### src/hw/rtl/fsr_pkg.sv
// ----------------------------------------------------------------------------
// Fresnel reflectance package
// Transfer types, pipeline depths and fixed-point constants.
// ----------------------------------------------------------------------------
`timescale 1ns / 1ps

package fsr_pkg;

	localparam int FRONT_STAGES = 5;
	localparam int DIV_N_W      = 64;
	localparam int DIV_D_W      = 34;
	localparam int DIV_Q_W      = 33;
	localparam int DIV_STAGES   = DIV_Q_W;
	localparam int DIV_CMP_W    = DIV_N_W + 3;
	localparam int SQ_STAGES    = 17;
	localparam int SQ_REM_W     = 33;
	localparam int POLY_STAGES  = 6;
	localparam int LATENCY      = FRONT_STAGES + DIV_STAGES + 1 + SQ_STAGES + POLY_STAGES;

	localparam logic [16:0] ONE_Q16 = 17'd65536;
	localparam logic [32:0] ONE_Q32 = 33'h1_0000_0000;

	typedef struct packed {
		logic signed [17:0] cos_incident;
		logic [15:0]        index_from;
		logic [15:0]        index_to;
	} item_t;

	typedef struct packed {
		logic [16:0] reflectance;
		logic        total_internal;
	} result_t;

	typedef struct packed {
		logic               tir;
		logic               n1gt;
		logic               n2zero;
		logic               szero;
		logic signed [17:0] c;
	} div_side_t;

	typedef struct packed {
		logic               tir;
		logic               n1gt;
		logic signed [17:0] c;
		logic [16:0]        r0;
	} sqrt_side_t;

endpackage

### src/hw/rtl/fsr_poly.sv
// ----------------------------------------------------------------------------
// Schlick polynomial
// Fifth power of one minus the cosine, blend with R0, saturation and the TIR override.
// ----------------------------------------------------------------------------
`timescale 1ns / 1ps

module fsr_poly (
	input  logic                 clk,
	input  logic                 arst_n,
	input  logic                 in_valid,
	input  logic [16:0]          root,
	input  fsr_pkg::sqrt_side_t  side,
	output logic                 done,
	output fsr_pkg::result_t     result
);

	logic [5:0]          valid_s;
	logic signed [18:0]  c19, ceff, f19;
	logic [35:0]         f2_full;
	logic [39:0]         f4_full;
	logic [41:0]         f5_full;
	logic [27:0]         sum;

	logic [17:0]         f_s1, f_s2, f_s3;
	logic [19:0]         f2_s2;
	logic [23:0]         f4_s3;
	logic [25:0]         f5_s4;
	logic [42:0]         prod_s5;
	logic [16:0]         r0_s1, r0_s2, r0_s3, r0_s4, r0_s5;
	logic                tir_s1, tir_s2, tir_s3, tir_s4, tir_s5;
	fsr_pkg::result_t    result_s6;

	assign c19  = {side.c[17], side.c};
	assign ceff = side.n1gt ? $signed({2'b00, root})
	            : (c19 > $signed({2'b00, fsr_pkg::ONE_Q16})) ? $signed({2'b00, fsr_pkg::ONE_Q16})
	            : c19;
	assign f19  = $signed({2'b00, fsr_pkg::ONE_Q16}) - ceff;

	assign f2_full = f_s1 * f_s1;
	assign f4_full = f2_s2 * f2_s2;
	assign f5_full = f4_s3 * f_s3;
	assign sum     = {11'd0, r0_s5} + {1'b0, prod_s5[42:16]};

	always_ff @(posedge clk or negedge arst_n) begin
		if (!arst_n) begin
			valid_s <= '0;
		end else begin
			valid_s <= {valid_s[4:0], in_valid};
		end
	end

	always_ff @(posedge clk) begin
		f_s1   <= f19[17:0];
		r0_s1  <= side.r0;
		tir_s1 <= side.tir;

		f_s2   <= f_s1;
		f2_s2  <= f2_full[35:16];
		r0_s2  <= r0_s1;
		tir_s2 <= tir_s1;

		f_s3   <= f_s2;
		f4_s3  <= f4_full[39:16];
		r0_s3  <= r0_s2;
		tir_s3 <= tir_s2;

		f5_s4  <= f5_full[41:16];
		r0_s4  <= r0_s3;
		tir_s4 <= tir_s3;

		prod_s5 <= (fsr_pkg::ONE_Q16 - r0_s4) * f5_s4;
		r0_s5   <= r0_s4;
		tir_s5  <= tir_s4;

		if (tir_s5) begin
			result_s6.reflectance <= fsr_pkg::ONE_Q16;
		end else if (sum > {11'd0, fsr_pkg::ONE_Q16}) begin
			result_s6.reflectance <= fsr_pkg::ONE_Q16;
		end else begin
			result_s6.reflectance <= sum[16:0];
		end
		result_s6.total_internal <= tir_s5;
	end

	assign done   = valid_s[5];
	assign result = result_s6;

endmodule

### config.mk
export PLATFORM = sky130hd
export DESIGN_NAME = fsr_poly
export DESIGN_NICKNAME = d
export VERILOG_FILES = /design/src/hw/rtl/fsr_pkg.sv /design/src/hw/rtl/fsr_poly.sv
export SDC_FILE = /design/constraint.sdc
export NUM_CORES = 2
export LEC_CHECK = 0
export BUFFER_PORTS_ARGS = -buffer_cell sky130_fd_sc_hd__clkbuf_2
export CAP_MARGIN = 20
export CORE_MARGIN = 2
export CORE_UTILIZATION = 55
export CTS_CLUSTER_SIZE = 25
export DETAILED_ROUTE_END_ITERATION = 6
export PLACE_DENSITY_LB_ADDON = 0.3
export SYNTH_ARGS = -nofsm -noshare
export SYNTH_HDL_FRONTEND = slang
export SYNTH_SLANG_ARGS = --single-unit
### constraint.sdc
create_clock -name clk -period 8.2 [get_ports clk]
set_input_delay 1.64 -clock clk [delete_from_list [all_inputs] [get_ports clk]]
set_output_delay 1.64 -clock clk [all_outputs]
set_load 0.01 [all_outputs]
==> results.py <==
metrics = {
    "status": {
        "outcome": "finished, final reports clean",
    },
    "yosys": {
        "async_reset_ff_share_pct": 2.264,
        "synth_seq_area_share_pct": 9.828,
        "yosysWarnings": 0,
        "avgSynthCellArea_um2": 9.268,
        "ys_types": 79,
        "synth_area_um2": 54280,
        "syn-num-nets": 7664,
        "synth-edff-count": 0,
        "netlist_instances": 5857,
        "synth_ff_type": "dfxtp_1",
        "synth_seq_cells": 265,
    },
    "cells_and_area": {
        "syn2layout_area_growth_pct": 6.380,
        "nFillCells": 8498,
        "final_cells": 7187,
        "nets": 7680,
        "multi_input_area_um2": 42640,
        "final_common_cell": "inv_1",
        "layout_common_cells": "1505 x inv_1, 1228 x fa_1, 844 x nand2_1",
        "seq_area_um2": 5336,
        "layout-drive-gt1-share_pct": 5.408,
    },
    "sta": {
        "tns_ns": 0,
        "tightest_slew_ns": 1.095,
        "drv_slew": 0,
        "final.min_clock_period_ns": 7.847,
        "hold_viol": 0,
        "relSlewSlack_pct": 26.88,
        "skew_ns": 0.03633,
        "fmax_mhz": 127.4,
        "rsz0062_at_grt": "false",
        "setup_violations": 0,
        "whs_ns": 0.3250,
        "fin_crit_sh_pct": 95.69,
    },
    "drt": {
        "ant_nets": 0,
        "drt_wl_total_um": 126300,
        "drcViolationCount": 0,
        "routedWlPerCell_um": 17.57,
        "via_per_inst": 5.280,
        "first_pass_iters": 6,
        "vias": 37946,
        "drt_iter0_drc": 1919,
    },
    "run": {
        "maxCapViolations": 0,
    },
    "worst_setup_path": {
        "arrival_ns": 8.35,
        "r2r_slack_ns": 0.35,
        "crit_path_frequent_cell": "fa_1",
        "r2r_cells": 28,
        "cp.required_ns": 8.71,
        "crit_fanout": 5,
        "critPathSlowestCell": "or4_1",
        "worstSetupEndpointType": "register",
        "worst_setup_path_start_kind": "register",
        "crit_type": "reg -> reg",
        "cpPeakStageDelay_ns": 0.59,
    },
    "placed_design": {
        "gp_congestion": 0.8835,
        "portBuffers": 75,
        "dp_cells": 7121,
        "dp_hpwl_um": 103400,
    },
    "grt": {
        "first_global_vias": 41981,
        "grt_pass1_wl_um": 213000,
        "grt_overflow_total": 0,
        "antenna_found_initial": 2,
        "grtUsageTotal_pct": 26.24,
        "grt_max_degree": 36,
    },
    "clock_tree": {
        "htreeDepth": 2,
        "clkSinkCount": 265,
        "clock_path_buffers": 3,
        "clkTransAtPathRegs_ns": 0.06,
        "cts_tree": "built",
        "clockRootBuffer": "clkbuf_16",
        "cts_buffers": 35,
        "worstSkewPairLatency_ns": 0.60,
    },
    "floorplanning": {
        "io-pin-count": 76,
        "die_width_um": 318.2,
        "dieArea_um2": 101200,
        "num_rows": 115,
        "die_h_um": 318.2,
        "start_util_pct": 55.32,
        "core_area_um2": 98130,
    },
    "hold_path": {
        "hp-class": "reg -> reg",
        "worstHoldPathCells": 0,
    },
}
==> cell families (layout without fill, tap and decap cells) <==
family	Yosys count	in the layout	synth area share, %
XOR/XNOR	154	154	2.499
other	0	1	0
flip-flops	265	265	9.828
buffers and inverters	1723	1765	11.95
adder cells (fa/ha/maj)	1750	1750	57.32
multiplexers	5	5	0.09911
AO/OA/AOI/OAI	369	369	4.617
AND/OR/NAND/NOR	1591	1591	13.69
==> synthesized netlist by cell type, types with 20 or more instances <==
master / instances / share of area, %
nor3_1: 37 / 0.34
nand2_1: 844 / 5.8
inv_1: 1505 / 10
dfxtp_1: 259 / 9.6
ha_1: 522 / 12
a21o_1: 52 / 0.72
a211oi_1: 22 / 0.30
nand3_1: 35 / 0.32
and2_1: 397 / 4.6
o21ai_0: 64 / 0.59
a21oi_1: 94 / 0.87
xor2_1: 61 / 0.98
xnor2_1: 92 / 1.5
clkbuf_1: 199 / 1.4
o21a_1: 20 / 0.28
fa_1: 1228 / 45
nor2_1: 154 / 1.1
==> metal layers <==
metal	GRT usage (%)	share of wire, %	wire length, um	up-vias
li1	-	-	-	17265
met1	33.52	41	51720	19261
met2	46.00	50	63190	1112
met3	3.275	5.3	6748	306
met4	9.268	3.7	4630	2
met5	0	0.011	14	-
==> worst paths after layout <==
kind,startpoint,to
min in group asynchronous,arst_n,valid_s[1]
min,r0_s2[8],r0_s3[8]
max,r0_s4[5],prod_s5[40]
min reg2reg,r0_s2[8],r0_s3[8]
max reg2reg,r0_s4[5],prod_s5[40]
max in group asynchronous,arst_n,valid_s[5]
==> layout make-up <==
| class | count | area share, % |
|---|---|---|
| flip-flops and latches | 265 | 9.241 |
| multi-input cells | 3869 | 73.83 |
| well taps | 1287 | 2.789 |
| diodes | 1 | 0.004333 |
| inverters | 1505 | 9.783 |
| clock inverters | 20 | 0.3402 |
| repair buffers | 197 | 2.295 |
| clock buffers | 43 | 1.714 |
==> flip-flops by register name (all words and copies together), names as in the netlist, 18 cells and up <==
register,cells
f5_s4,26
f2_s2,20
result,18
prod_s5,27
f4_s3,24
f_s2,18
f_s1,18
f_s3,18
==> critical path, delay by kind of cell, from the launching register on <==
| family | cells | cell delay (ns) |
|---|---|---|
| AOI/OAI and AO/OA | 4 | 0.82 |
| xor gates and xnor gates | 2 | 0.43 |
| adders and majority gates | 7 | 3.17 |
| buffers and inverters | 5 | 0.43 |
| DFF | 1 | 0.31 |
| and+or+nand+nor | 10 | 2.58 |
==> per-stage QoR <==
step / area, um2 / utilization [%] / setup WS (ns)
2_1_floorplan: 54280 / - / 0.5927
3_3_place_gp: 56430 / 57.50 / 0.2406
3_5_place_dp: 56440 / 57.51 / 0.08346
4_1_cts: 57620 / 58.72 / 0.003507
5_1_grt: 57740 / 58.84 / 0.01728
6_report: 57750 / 58.85 / 0.3534
==> repair_timing <==
action	4_1_cts	5_1_grt
hold endpoints to repair	0	0
endpoints found under the setup margin	0	15
hold buffers	0	0
resized for setup	0	20
buffers inserted	0	1
Power is not shown: default switching activity piles up to over one toggle a cycle in this logic, so the estimate is an artifact.
