===== src/hw/rtl/fsr_pkg.sv =====
// ----------------------------------------------------------------------------
// Fresnel reflectance package
// Transfer types, pipeline depths and fixed-point constants.
// ----------------------------------------------------------------------------
`timescale 1ns / 1ps

package fsr_pkg;

	localparam int FRONT_STAGES = 5;
	localparam int DIV_N_W      = 64;
	localparam int DIV_D_W      = 34;
	localparam int DIV_Q_W      = 33;
	localparam int DIV_STAGES   = DIV_Q_W;
	localparam int DIV_CMP_W    = DIV_N_W + 3;
	localparam int SQ_STAGES    = 17;
	localparam int SQ_REM_W     = 33;
	localparam int POLY_STAGES  = 6;
	localparam int LATENCY      = FRONT_STAGES + DIV_STAGES + 1 + SQ_STAGES + POLY_STAGES;

	localparam logic [16:0] ONE_Q16 = 17'd65536;
	localparam logic [32:0] ONE_Q32 = 33'h1_0000_0000;

	typedef struct packed {
		logic signed [17:0] cos_incident;
		logic [15:0]        index_from;
		logic [15:0]        index_to;
	} item_t;

	typedef struct packed {
		logic [16:0] reflectance;
		logic        total_internal;
	} result_t;

	typedef struct packed {
		logic               tir;
		logic               n1gt;
		logic               n2zero;
		logic               szero;
		logic signed [17:0] c;
	} div_side_t;

	typedef struct packed {
		logic               tir;
		logic               n1gt;
		logic signed [17:0] c;
		logic [16:0]        r0;
	} sqrt_side_t;

endpackage


===== src/hw/rtl/fsr_sqrt.sv =====
// ----------------------------------------------------------------------------
// Pipelined square root
// Digit-by-digit integer square root, one root bit per stage.
// ----------------------------------------------------------------------------
`timescale 1ns / 1ps

module fsr_sqrt (
	input  logic                          clk,
	input  logic                          arst_n,
	input  logic                          in_valid,
	input  logic [fsr_pkg::SQ_REM_W-1:0]  radicand,
	input  fsr_pkg::sqrt_side_t           side_in,
	output logic                          out_valid,
	output logic [16:0]                   root,
	output fsr_pkg::sqrt_side_t           side_out
);

	logic                          valid_s [fsr_pkg::SQ_STAGES];
	logic [fsr_pkg::SQ_REM_W-1:0]  rem_s   [fsr_pkg::SQ_STAGES];
	logic [fsr_pkg::SQ_REM_W-1:0]  root_s  [fsr_pkg::SQ_STAGES];
	fsr_pkg::sqrt_side_t           side_s  [fsr_pkg::SQ_STAGES];

	for (genvar k = 0; k < fsr_pkg::SQ_STAGES; k++) begin : g_stage
		localparam logic [fsr_pkg::SQ_REM_W-1:0] BIT =
			{{(fsr_pkg::SQ_REM_W-1){1'b0}}, 1'b1} << (2 * (fsr_pkg::SQ_STAGES - 1 - k));

		logic                          v_in;
		logic [fsr_pkg::SQ_REM_W-1:0]  x_in;
		logic [fsr_pkg::SQ_REM_W-1:0]  r_in;
		fsr_pkg::sqrt_side_t           sd_in;
		logic [fsr_pkg::SQ_REM_W:0]    trial;
		logic                          ge;

		if (k == 0) begin : g_first
			assign v_in  = in_valid;
			assign x_in  = radicand;
			assign r_in  = '0;
			assign sd_in = side_in;
		end else begin : g_next
			assign v_in  = valid_s[k-1];
			assign x_in  = rem_s[k-1];
			assign r_in  = root_s[k-1];
			assign sd_in = side_s[k-1];
		end

		assign trial = {1'b0, r_in} + {1'b0, BIT};
		assign ge    = {1'b0, x_in} >= trial;

		always_ff @(posedge clk or negedge arst_n) begin
			if (!arst_n) begin
				valid_s[k] <= 1'b0;
			end else begin
				valid_s[k] <= v_in;
			end
		end

		always_ff @(posedge clk) begin
			rem_s[k]  <= ge ? x_in - trial[fsr_pkg::SQ_REM_W-1:0] : x_in;
			root_s[k] <= ge ? (r_in >> 1) + BIT : r_in >> 1;
			side_s[k] <= sd_in;
		end
	end

	assign out_valid = valid_s[fsr_pkg::SQ_STAGES-1];
	assign root      = root_s[fsr_pkg::SQ_STAGES-1][16:0];
	assign side_out  = side_s[fsr_pkg::SQ_STAGES-1];

endmodule


===== config.mk =====
export PLATFORM = sky130hd
export DESIGN_NAME = fsr_sqrt
export DESIGN_NICKNAME = d
export VERILOG_FILES = /design/src/hw/rtl/fsr_pkg.sv /design/src/hw/rtl/fsr_sqrt.sv
export SDC_FILE = /design/constraint.sdc
export NUM_CORES = 1
export LEC_CHECK = 0
export BUFFER_PORTS_ARGS = -buffer_cell sky130_fd_sc_hd__buf_4
export CAP_MARGIN = 5
export CORE_MARGIN = 3
export CORE_UTILIZATION = 38
export CTS_BUF_LIST = sky130_fd_sc_hd__clkbuf_4 sky130_fd_sc_hd__clkbuf_8
export DETAILED_ROUTE_END_ITERATION = 6
export SLEW_MARGIN = 20
export SYNTH_ARGS = -nofsm -noshare
export SYNTH_HDL_FRONTEND = slang
export SYNTH_SLANG_ARGS = --single-unit

===== constraint.sdc =====
create_clock -name clk -period 4.5 [get_ports clk]
set_input_delay 0.45 -clock clk [delete_from_list [all_inputs] [get_ports clk]]
set_output_delay 0.45 -clock clk [all_outputs]
set_load 0.05 [all_outputs]

==> results of run 1 <==
cell type report:
type | count | area, um^2 | share of cell area
Antenna cell | 2 | 5.00 | 0.000109
Clock inverter | 35 | 497 | 0.0108
Tap cell | 1287 | 1610 | 0.0352
Multi-Input combinational cell | 1513 | 10600 | 0.230
Timing Repair Buffer | 208 | 1740 | 0.0381
Sequential cell | 1327 | 26700 | 0.582
Inverter | 205 | 769 | 0.0168
Clock buffer | 323 | 3980 | 0.0869
worst paths after layout:
kind                                        startpoint                          to  cells past startpoint
worst max-delay path             rem_s[0][418]$_DFF_P_       rem_s[0][457]$_DFF_P_                      9
worst min-delay path                      radicand[14]        rem_s[0][14]$_DFF_P_                      2
worst max register to register   rem_s[0][418]$_DFF_P_       rem_s[0][457]$_DFF_P_                      9
worst min register to register  side_s[10][27]$_DFF_P_      side_s[11][27]$_DFF_P_                      0
max in group asynchronous                       arst_n   g_stage[3].v_in$_DFF_PN0_                      3
min in group asynchronous                       arst_n  g_stage[12].v_in$_DFF_PN0_                      3
registers in the layout, summed over array words and instances (netlist names):
signal / cells
g_stage.v_in: 16
side_s: 629
out_valid: 1
rem_s: 528
root_s: 153
critical path, delay by kind of cell, from the launching register on:
kind | cells | cell delay, ps
XOR/XNOR | 1 | 160
flip-flops | 1 | 390
buffers and inverters | 1 | 390
AO/OA/AOI/OAI | 3 | 1190
AND/OR/NAND/NOR | 4 | 1740
per-layer routing:
metal / part of all wire / track usage / wire length, um / up-vias
met5: 0 / 0 / 0 / -
met3: 0.045 / 0.0334 / 2820 / 181
met1: 0.42 / 0.131 / 26300 / 9822
li1: - / - / - / 11200
met4: 0.046 / 0.0734 / 2890 / 0
met2: 0.49 / 0.217 / 31000 / 422
cell usage after synthesis, types with 14 or more instances:
master	number	area, um^2
sky130_fd_sc_hd__a211oi_1	14	105
sky130_fd_sc_hd__nand4_1	34	213
sky130_fd_sc_hd__xor2_1	86	753
sky130_fd_sc_hd__nor4_1	73	457
sky130_fd_sc_hd__ha_1	166	2080
sky130_fd_sc_hd__o21a_1	40	300
sky130_fd_sc_hd__or3_1	17	106
sky130_fd_sc_hd__o21ai_0	85	425
sky130_fd_sc_hd__nor2b_1	20	125
sky130_fd_sc_hd__a21o_1	35	263
sky130_fd_sc_hd__nand3_1	36	180
sky130_fd_sc_hd__inv_1	203	762
sky130_fd_sc_hd__nor2_1	185	694
sky130_fd_sc_hd__mux2_2	40	450
sky130_fd_sc_hd__dfxtp_1	1310	26200
sky130_fd_sc_hd__nand2b_1	32	200
sky130_fd_sc_hd__or4_1	15	113
sky130_fd_sc_hd__clkbuf_1	33	124
sky130_fd_sc_hd__nand2_1	128	480
sky130_fd_sc_hd__a21oi_1	162	811
sky130_fd_sc_hd__nor3_1	50	250
sky130_fd_sc_hd__dfrtp_1	17	425
sky130_fd_sc_hd__xnor2_1	121	1060
cells in the final DEF, fill, tap and decap left out, types with 35 or more instances in the layout:
cell	Yosys	layout
sky130_fd_sc_hd__ha_1	166	166
sky130_fd_sc_hd__dfxtp_1	1310	1310
sky130_fd_sc_hd__o21a_1	40	40
sky130_fd_sc_hd__clkbuf_4	0	74
sky130_fd_sc_hd__inv_1	203	203
sky130_fd_sc_hd__nand2_1	128	128
sky130_fd_sc_hd__mux2_2	40	40
sky130_fd_sc_hd__nor3_1	50	49
sky130_fd_sc_hd__clkbuf_8	0	249
sky130_fd_sc_hd__nand3_1	36	36
sky130_fd_sc_hd__a21o_1	35	35
sky130_fd_sc_hd__nor4_1	73	73
sky130_fd_sc_hd__xnor2_1	121	121
sky130_fd_sc_hd__dlygate4sd3_1	0	73
sky130_fd_sc_hd__a21oi_1	162	162
sky130_fd_sc_hd__xor2_1	86	86
sky130_fd_sc_hd__nor2_1	185	185
sky130_fd_sc_hd__buf_4	0	135
sky130_fd_sc_hd__o21ai_0	85	85
per-stage QoR:
stage	hold slack (ps)	worst slack, ps	utilization
6_report	239	505	0.463
5_1_grt	145	362	0.463
4_1_cts	106	607	0.463
3_5_place_dp	312	632	0.410
3_3_place_gp	310	610	0.410
2_1_floorplan	154	1630	-
where the power goes:
part	total (W)	internal, W	leakage, nW	switching [W]
logic	0.00617	0.00287	6.87	0.00330
clock network	0.0104	0.00597	2.38	0.00444
registers	0.0147	0.0136	11.2	0.00114
total	0.0313	0.0224	20.5	0.00888
cells by family (layout without fill, tap and decap cells):
family	count (synthesis)	in the layout	share of synthesized area
XOR/XNOR	207	207	0.0476
buffers and inverters	245	771	0.0245
AO/OA/AOI/OAI	439	439	0.0725
flip-flops	1327	1327	0.699
adder cells (fa/ha/maj)	167	167	0.0550
multiplexers	42	42	0.0123
other	1	3	0.0000984
AND/OR/NAND/NOR	657	657	0.0886
what timing repair did:
action / in CTS / in global routing
resized for setup: 0 / 0
hold endpoints to repair: 88 / 0
setup buffers: 0 / 0
hold buffers: 73 / 0
==> metrics.md, run 1 <==
| Metric | Value |
|---|---|
| Status | complete, no violations |
| Power per cell area | 683 nW/um^2 |
| Type of origin of the critical path | flop |
| Share of the clock period used by the worst path | 0.888 |
| Final Hold Violating Endpoints | 0 |
| Final standard cell count with taps included and fillers excluded | 4900 |
| Share of post-route cells with drive strength above 1 | 0.154 |
| Worst-path fanout max | 25 |
| Number of antenna-violating nets in the routed design | 0 |
| Number of I/O port buffers | 127 |
| Total Routing Usage GR | 0.123 |
| First-pass GRT wire length | around 100000 um |
| Internal reg-to-reg setup slack | 510 ps |
| Asr flop ratio synth | 0.0128 |
| Number of clock sinks | ~1300 |
| Vias per cell | 4.42 |
| Largest vdd supply drop | 0.385 mV |
| Final Routed Wirelength | 63000 um |
| Nets in the synthesized netlist | 3325 |
| Synthesis-to-finish area growth | 20.2% |
| Slowest stage cell on the critical path | sky130_fd_sc_hd__a211oi_1 |
| Effective utilization at floorplan | 0.386 |
| Worst-case headroom to the max-slew limit | 0.348 |
| TritonCTS clock tree | built |
| Horiz. Die Dim | 323 um |
| Top cell by count, worst path | sky130_fd_sc_hd__a211oi_1 |
| Count of mapped cells out of synthesis | 3085 |
| Total CTS buffers | 201 |
| Tightest Hold Check Type | primary input to flop |
| Area of placed instances | 40600 um^2 |
| Seq cells post-synth | 1327 |
| Maximum operating frequency | 250 MHz |
| Number of iterations in the first detailed-routing pass | 5 |
| Area of the mapped netlist | about 38000 um^2 |
| Die boundary height | between 300 and 400 um |
| Required arrival time at the worst endpoint | roughly 5200 ps |
| Vias after detailed routing | 21600 |
| Syn Area/Cell | about 12 um^2 |
| Number of nets in the final layout | 3696 |
| Shortest period the worst path allows | between 3000 and 4000 ps |
| Final-layout setup total negative slack | 0 ps |
| Final instance area | 45800 um^2 |
| Leak pwr | 20.5 nW |
| Final setup fails | 0 |
| Type of destination of the critical path | flop |
| Vias in the first global route | 22300 |
| Count of unique library cells instantiated by Yosys | 78 |
| Drt initial violations | 1068 |
| Largest net degree at the start of global routing | 32 |
| Clock slew at the register clock pins of the worst setup and hold paths | 60 ps |
| HPWL after detailed placement | 43800 um |
| Antenna violations before repair | 1 |
| # rows | between 100 and 150 |
| Tot Pwr | approximately 0.031 W |
| Part of the Yosys area used for sequential elements | 0.699 |
| Deepest clock path buffer count | 3 |
| Clock insertion delay at the later pin of the skew report | 870 ps |
| Number of primary I/O pins | 128 |
| Setup repair after global routing missed its margin | false |
| Actual slew at the worst max-slew pin | 972 ps |
| Core region area | approximately 100000 um^2 |
| Average wire per cell in the routed design | 12.9 um |
| Fill cell instance count of the final layout | 8914 |
| GPL Wtd Cong | 0.891 |
| DRC violation count after routing | 0 |
| Final worst clock skew | about 41 ps |
| CP Class | flop to flop |
| Number of synthesized flops with an enable pin | 0 |
| H-tree Lvls | 4 |
| CP Data Arrival Time | between 4000 and 5000 ps |
| Yosys warning total | 0 |
| Die area | 104000 um^2 |
| CP cell instances | nor4_1 > nand2_1 > nor3_1 > o21ai_0 > a211oi_1 > inv_2 > nand3_1 > a211oi_1 > xor2_1 |
| Delay of the slowest critical-path stage | 850 ps |
| Dpl cells | 4467 |
| Flip-flop cell with the highest count after synthesis | sky130_fd_sc_hd__dfxtp_1 |
| Total overflow reported by the global router | 0 |
| Pins over their slew limit | 0 |
| Number of maximum-capacitance constraint violations | 0 |
| Clock root buffer | sky130_fd_sc_hd__clkbuf_8 |
Power figures use the tool's default switching activity.
==> run 2: changes to the inputs <==
Settings changed: CORE_MARGIN 3 to not set, CTS_BUF_LIST sky130_fd_sc_hd__clkbuf_4 sky130_fd_sc_hd__clkbuf_8 to not set, SLEW_MARGIN 20 to 15.
==> run 2 against run 1 <==
Net effect: die area decreased by 2.5%; clock-buffer cell count down 137; final area fell by 0.35%; combinational power barely moved; sequential share of layout area increased by 0.21 points; first-iteration DRC count decreased by 15%; sequential cell count unchanged; critical path depth did not move; cell count fell by 2.4%.
==> metrics.md, run 2 (same netlist as run 1, synthesis figures left out) <==
| Metric | Value |
|---|---|
| Status | complete, no violations |
| Vias per cell | 4.43 (+0.40%) |
| Met1 wire length | 26800 um (+1.9%) |
| Total Routing Usage GR | 0.125 (+0.00236) |
| Antenna violations before repair | 0 (-1) |
| CP Class | flop to flop |
| Die boundary height | 319 um (-1.2%) |
| # rows | 115 (unchanged) |
| Deepest clock path buffer count | 3 (unchanged) |
| Highest routed metal layer | met4 |
| First-pass GRT wire length | 103000 um (-1.1%) |
| Pins over their slew limit | 0 (unchanged) |
| Internal power component | 0.0226 W (+0.77%) |
| Register containing the most flip-flops in the final layout | side_s |
| Required arrival time at the worst endpoint | 5090 ps (-130 ps) |
| Actual slew at the worst max-slew pin | 1100 ps (+131 ps) |
| Worst-case headroom to the max-slew limit | 0.262 (-0.0855) |
| Hold_buf cts | 72 (-1.4%) |
| HPWL after detailed placement | 43500 um (-0.61%) |
| Share of the clock period used by the worst path | 0.867 (-0.0212) |
| Share of post-route cells with drive strength above 1 | 0.117 (-0.0369) |
| R2R depth | 9 (unchanged) |
| Type of destination of the critical path | flop |
| Clock root buffer | sky130_fd_sc_hd__clkbuf_16 |
| Cts repair resizes | 0 (unchanged) |
| Final Routed Wirelength | 62300 um (-1.1%) |
| Total CTS buffers | 134 (-33%) |
| Sequential share of power | 0.467 (-0.003) |
| Clock slew at the register clock pins of the worst setup and hold paths | 60 ps (about the same) |
| Most frequent cells in the layout | sky130_fd_sc_hd__dfxtp_1, sky130_fd_sc_hd__inv_1, sky130_fd_sc_hd__nor2_1, sky130_fd_sc_hd__ha_1, sky130_fd_sc_hd__a21oi_1 |
| Number of antenna-violating nets in the routed design | 0 (unchanged) |
| TritonCTS clock tree | built |
| Flip-flop count of the largest register after layout | 629 (unchanged) |
| Registers with the most flip-flops | side_s (629), rem_s (528), root_s (153) |
| Power per cell area | 690 nW/um^2 (+1.0%) |
| Vias in the first global route | 21600 (-3.2%) |
| H-tree Lvls | 4 (unchanged) |
| Final-layout setup total negative slack | 0 ps (unchanged) |
| Number of nets in the final layout | 3628 (-1.8%) |
| Number of clock sinks | 1327 (unchanged) |
| Total overflow reported by the global router | 0 (unchanged) |
| Type of origin of the critical path | flop |
| Shortest period the worst path allows | 3900 ps (-95.5 ps) |
| Final worst clock skew | 17.1 ps (-23.7 ps) |
| Setup repair after global routing missed its margin | false |
| Vias after detailed routing | 21200 (-2.1%) |
| Horiz. Die Dim | 319 um (-1.2%) |
| GPL Wtd Cong | 0.912 (+2.4%) |
| CP Data Arrival Time | 4490 ps (-230 ps) |
| Tightest Hold Check Type | primary input to asynchronous set/reset pin |
| Synthesis-to-finish area growth | 19.8% |
| Worst hold-check slack | 150 ps (-88.4 ps) |
| Leak pwr | 20.2 nW (-1.3%) |
| Largest net degree at the start of global routing | 32 (unchanged) |
| Fill cell instance count of the final layout | 8880 (-0.38%) |
| Final setup fails | 0 (unchanged) |
| Total area of sequential cells | 26700 um^2 (unchanged) |
| Switching Fraction | 0.283 (-0.000632) |
| Maximum operating frequency | 256 MHz (+2.4%) |
| Number of primary I/O pins | 128 (unchanged) |
| Switching power summed over all nets | 0.00893 W (+0.46%) |
| Drt initial violations | 904 (-15%) |
| Effective utilization at floorplan | 0.386 (unchanged) |
| Number of iterations in the first detailed-routing pass | 5 (unchanged) |
| Routed wire length on met3 | 2770 um (-1.7%) |
| Sum of met2 wire segment lengths after detailed routing | 30200 um (-2.3%) |
| Postcts setup bufs | 0 (unchanged) |
| Largest vdd supply drop | 0.406 mV (+5.5%) |
| Number of I/O port buffers | 127 (unchanged) |
| Core region area | 98900 um^2 (unchanged) |
| DRC violation count after routing | 0 (unchanged) |
| Clock insertion delay at the later pin of the skew report | 720 ps (-150 ps) |
| Number of maximum-capacitance constraint violations | 0 (unchanged) |
| Average wire per cell in the routed design | 13.0 um (+1.4%) |
| Logic gate share of total power | 0.197 (about the same) |
| Final Hold Violating Endpoints | 0 (unchanged) |
| Dpl cells | 4467 (unchanged) |
| Clock network fraction of design power | 0.337 (+0.004) |
| Die area | 102000 um^2 (-2.5%) |
| Final antenna diode count | 0 (-2) |
| Worst-path fanout max | 25 (unchanged) |
| Most common library cell in the layout ignoring fill and taps | sky130_fd_sc_hd__dfxtp_1 |
| Final standard cell count with taps included and fillers excluded | 4780 (-2.4%) |
| Footprint of the multi-input gates | 10500 um^2 (-0.14%) |
-- run 2: final timing paths --
kind,slack [ps],end,startpoint
max in group asynchronous,4150,g_stage[14].v_in$_DFF_PN0_,arst_n
max,600,rem_s[0][457]$_DFF_P_,rem_s[0][418]$_DFF_P_
max reg2reg,600,rem_s[0][457]$_DFF_P_,rem_s[0][418]$_DFF_P_
min,150,out_valid$_DFF_PN0_,arst_n
min in group clk,310,side_s[16][30]$_DFF_P_,side_s[15][30]$_DFF_P_
min reg2reg,310,side_s[16][30]$_DFF_P_,side_s[15][30]$_DFF_P_
-- run 2: final cells by class --
cell class / count / share of cell area
repair buffers: 207 / 0.0380
well taps: 1287 / 0.0353
inverters: 205 / 0.0169
multi-input cells: 1513 / 0.231
flip-flops and latches: 1327 / 0.584
clock inverters: 55 / 0.0122
clock buffers: 186 / 0.0830
-- run 2: power by group through the flow --
stage	registers, W	logic [W]	clock network [W]
after global routing	0.0149	0.00695	0.0115
after detailed placement	0.0150	0.00611	0
after global placement	0.0149	0.00604	0
after floorplan	0.0146	0.00481	0
after CTS	0.0147	0.00622	0.0110
final	0.0147	0.00620	0.0106
-- run 2: through the flow --
step                      cell area, um^2  power (W)  setup slack, ps  utilization
final                               45600     0.0315              601        0.462
after global routing                45600     0.0334              184        0.462
after CTS                           45600     0.0319              514        0.462
after detailed placement            40600     0.0211              543        0.410
after global placement              40600     0.0210              511        0.410
after floorplan                     38100     0.0194             1630            -
-- run 2: layer usage --
layer	up-vias	global-route usage
met5	-	0
met4	0	0.0645
met3	163	0.0311
met2	408	0.221
met1	9550	0.139
li1	11100	-
-- run 2: worst max-delay path, cell delays in order (launching register included) --
cell and delay [ps]:
sky130_fd_sc_hd__dfxtp_1 390, sky130_fd_sc_hd__nor4_1 660, sky130_fd_sc_hd__nand2_1 290, sky130_fd_sc_hd__nor3_1 410
sky130_fd_sc_hd__o21ai_0 220, sky130_fd_sc_hd__a211oi_1 870, sky130_fd_sc_hd__inv_2 430, sky130_fd_sc_hd__nand3_1 270
sky130_fd_sc_hd__a211oi_1 90, sky130_fd_sc_hd__xor2_1 160
==> run 3: changes to the inputs <==
Settings changed: ABC_AREA set to 1.
==> run 3 against run 2 <==
Net effect: the flow now finishes with violations (DRC); worst setup slack improved by 1100 ps; sequential share of layout area shrank 6.6 points; worst hold slack got worse by 16 ps; die area grew 14%; sequential power is essentially flat; area after synthesis is 14% higher; cell count increased by 39%; clock-buffer cell count grew 9; critical path type unchanged; largest power group unchanged; highest routed layer unchanged.
==> metrics.md, run 3 <==
| Metric | Value |
|---|---|
| Horiz. Die Dim | 340 um (+6.6%) |
| Vias after detailed routing | 29300 (+38%) |
| Required arrival time at the worst endpoint | 5140 ps (+50 ps) |
| Area of placed instances | 45900 um^2 (+13%) |
| Vias per cell | 4.42 (-0.23%) |
| HPWL after detailed placement | 71600 um (+65%) |
| Leading cell types by total area after synthesis | sky130_fd_sc_hd__dfxtp_1, sky130_fd_sc_hd__nand2_1, sky130_fd_sc_hd__inv_1 |
| Share of the synthesized netlist area taken by xor and xnor gates | 0.0231 (-0.0245) |
| Total overflow reported by the global router | 0 (unchanged) |
| Drt initial violations | 1282 (+42%) |
| Seq cells post-synth | 1327 (unchanged) |
| Number of iterations in the first detailed-routing pass | 7 (+2) |
| Yosys warning total | 0 (unchanged) |
| Portion of netlist area occupied by mux cells | 0 (-0.0123) |
| Count of mapped cells out of synthesis | 4705 (+53%) |
| Slowest stage cell on the critical path | sky130_fd_sc_hd__nand2_2 |
| Register containing the most flip-flops in the final layout | side_s |
| Worst-path fanout max | 28 (+12%) |
| H-tree Lvls | 4 (unchanged) |
| Actual slew at the worst max-slew pin | 1010 ps (-95.2 ps) |
| Postcts setup bufs | 0 (unchanged) |
| Hold_buf cts | 72 (unchanged) |
| Nets in the synthesized netlist | 4945 (+49%) |
| First-pass GRT wire length | 150000 um (+46%) |
| Core region area | 113000 um^2 (+14%) |
| Die area | 115000 um^2 (+14%) |
| Leading cell type by number of instances after synthesis | sky130_fd_sc_hd__dfxtp_1 |
| Worst-case headroom to the max-slew limit | 0.322 (+0.0594) |
| DRC violation count after routing | 1 (+1) |
| Flip-flop count of the largest register after layout | 629 (unchanged) |
| Final-layout setup total negative slack | 0 ps (unchanged) |
| Capture point of the worst reg-to-reg path | rem_s[0][520]$_DFF_P_ |
| # rows | 123 (+7.0%) |
| Most common library cell in the layout ignoring fill and taps | sky130_fd_sc_hd__dfxtp_1 |
| Synth Area in Adders | 0.0484 (-0.00661) |
| Largest net degree at the start of global routing | 32 (unchanged) |
| Setup repair after global routing missed its margin | false |
| Worst hold-check slack | 135 ps (-15.7 ps) |
| Clock slew at the register clock pins of the worst setup and hold paths | 60 ps (about the same) |
| Final worst clock skew | 34.6 ps (+17.5 ps) |
| Number of primary I/O pins | 128 (unchanged) |
| Number of nets in the final layout | 5253 (+45%) |
| Pins over their slew limit | 0 (unchanged) |
| Deepest clock path buffer count | 3 (unchanged) |
| GPL Wtd Cong | 0.909 (-0.31%) |
| Count of unique library cells instantiated by Yosys | 54 (-31%) |
| Most instantiated cells after synthesis | sky130_fd_sc_hd__dfxtp_1, sky130_fd_sc_hd__nand2_1, sky130_fd_sc_hd__inv_1 |
| Die boundary height | 340 um (+6.6%) |
| RR Startpoint | root_s[14][17]$_DFF_P_ |
| Violations in the final reports | DRC |
| Final Routed Wirelength | 93800 um (+50%) |
| CP Data Arrival Time | 3410 ps (-1080 ps) |
| Family with the most delay on the worst path | simple AND/OR/NAND/NOR gates |
| Number of I/O port buffers | 127 (unchanged) |
| Number of antenna-violating nets in the routed design | 0 (unchanged) |
| Start point of the critical path | root_s[14][17]$_DFF_P_ |
| Antenna violations before repair | 1 (+1) |
| Clock root buffer | sky130_fd_sc_hd__clkbuf_16 |
| Routing usage on met1 | 0.195 (+0.0567) |
| Buf/Inv on CP | 2 (+1) |
| Number of maximum-capacitance constraint violations | 0 (unchanged) |
| Number of clock sinks | 1327 (unchanged) |
| Met2 Usage GRT | 0.288 (+0.0669) |
| Status | finished with violations |
| TritonCTS clock tree | built |
| Area fraction in and, or, nand and nor cells after synthesis | 0.212 (+0.123) |
| CP Class | flop to flop |
| Tot Pwr | 0.0358 W (+14%) |
| Final Hold Violating Endpoints | 0 (unchanged) |
| Number of synthesized flops with an enable pin | 0 (unchanged) |
| Type of origin of the critical path | flop |
| Average wire per cell in the routed design | 14.2 um (+8.6%) |
| Final setup fails | 0 (unchanged) |
| Final instance area | 51400 um^2 (+13%) |
| Syn Area/Cell | 9.21 um^2 (-25%) |
| Synthesis-to-finish area growth | 18.7% |
| Flip-flop cell with the highest count after synthesis | sky130_fd_sc_hd__dfxtp_1 |
| Asr flop ratio synth | 0.0128 (unchanged) |
| Clock insertion delay at the later pin of the skew report | 740 ps (+20 ps) |
| Registers with the most flip-flops | side_s (629), rem_s (528), root_s (153) |
| Leading area contributor after synthesis | sky130_fd_sc_hd__dfxtp_1 |
| CP cell instances | inv_1 > ha_1 > nand2_1 > nor2_1 > nand2_1 > nor3_1 > nor2_1 > nand2_2 > inv_2 > a21oi_1 |
| Type of destination of the critical path | flop |
| Delay of the slowest critical-path stage | 390 ps (-480 ps) |
| Effective utilization at floorplan | 0.384 (-0.00155) |
| Area of the mapped netlist | 43300 um^2 (+14%) |
| Tightest Hold Check Type | primary input to asynchronous set/reset pin |
| Power per cell area | 696 nW/um^2 (+0.79%) |
| Compound-Gate Fraction of Synth Area | 0.0416 (-0.0309) |
| Part of the Yosys area used for sequential elements | 0.615 (-0.0840) |
| Largest vdd supply drop | 0.394 mV (-3.0%) |
| Shortest period the worst path allows | 2780 ps (-1120 ps) |
| Combinational family with the most area after synthesis | simple AND/OR/NAND/NOR gates |
| Most frequent cells in the layout | sky130_fd_sc_hd__dfxtp_1, sky130_fd_sc_hd__nand2_1, sky130_fd_sc_hd__inv_1, sky130_fd_sc_hd__nor2_1, sky130_fd_sc_hd__nand3_1 |
| Portion of synthesized cell area occupied by the leading cell type | 0.605 (-0.0827) |
| Internal reg-to-reg setup slack | 1720 ps (+1120 ps) |
| Share of the clock period used by the worst path | 0.617 (-0.250) |
| Most Used Layer, Global Route | met2 |
| Met3 Use GR | 0.0304 (-0.000689) |
| Share of post-route cells with drive strength above 1 | 0.102 (-0.0143) |
| Total Routing Usage GR | 0.164 (+0.0384) |
| Total CTS buffers | 137 (+2.2%) |
| R2R depth | 10 (+1) |
| Leak pwr | 24.7 nW (+22%) |
| Cts repair resizes | 0 (unchanged) |
| Maximum operating frequency | 360 MHz (+40%) |
| Vias in the first global route | 29100 (+35%) |
[run 3: routing by layer]
metal  routed length [um]  share of wire  up-vias
li1                     -              -    15300
met5                    0              0        -
met4                 3270          0.035        0
met3                 3680          0.039      201
met1                41400           0.44    13300
met2                45400           0.48      519
[run 3: through the flow]
stage	cells	utilization	worst slack [ps]
detailed placement	6302	0.407	1710
CTS	6622	0.456	1690
finish	6623	0.456	1720
global route	6622	0.456	1520
global placement	6302	0.407	1680
floorplan	4705	-	2710
[run 3: power breakdown]
group,switching [W],internal (W),leakage (nW),total (W)
logic,0.00589,0.00329,11.1,0.00918
registers,0.00130,0.0136,11.2,0.0149
clock network,0.00470,0.00697,2.36,0.0117
[run 3: cells by family after synthesis]
logic type | Yosys count
and+or+nand+nor | 2157
DFF | 1327
buffers and inverters | 643
AOI/OAI and AO/OA | 296
adders and majority gates | 167
xor gates and xnor gates | 114
other | 1
[run 3: layout make-up]
type / instances / area [um^2]
fillers: 10800 / 61400
flip-flops and latches: 1327 / 26700
multi-input cells: 2735 / 14100
clock buffers: 195 / 4030
inverters: 613 / 2300
well taps: 1500 / 1880
repair buffers: 199 / 1670
clock inverters: 53 / 793
diodes: 1 / 2.50
[run 3: how the worst max path moves through the flow]
stage                             to  slack, ps  cells after the start
6_report       rem_s[0][520]$_DFF_P_       1720                     10
5_1_grt        rem_s[0][520]$_DFF_P_       1520                     10
4_1_cts        rem_s[0][520]$_DFF_P_       1690                     10
3_5_place_dp   rem_s[0][520]$_DFF_P_       1710                     10
3_3_place_gp   rem_s[0][520]$_DFF_P_       1680                     10
2_1_floorplan  rem_s[0][221]$_DFF_P_       2710                     11
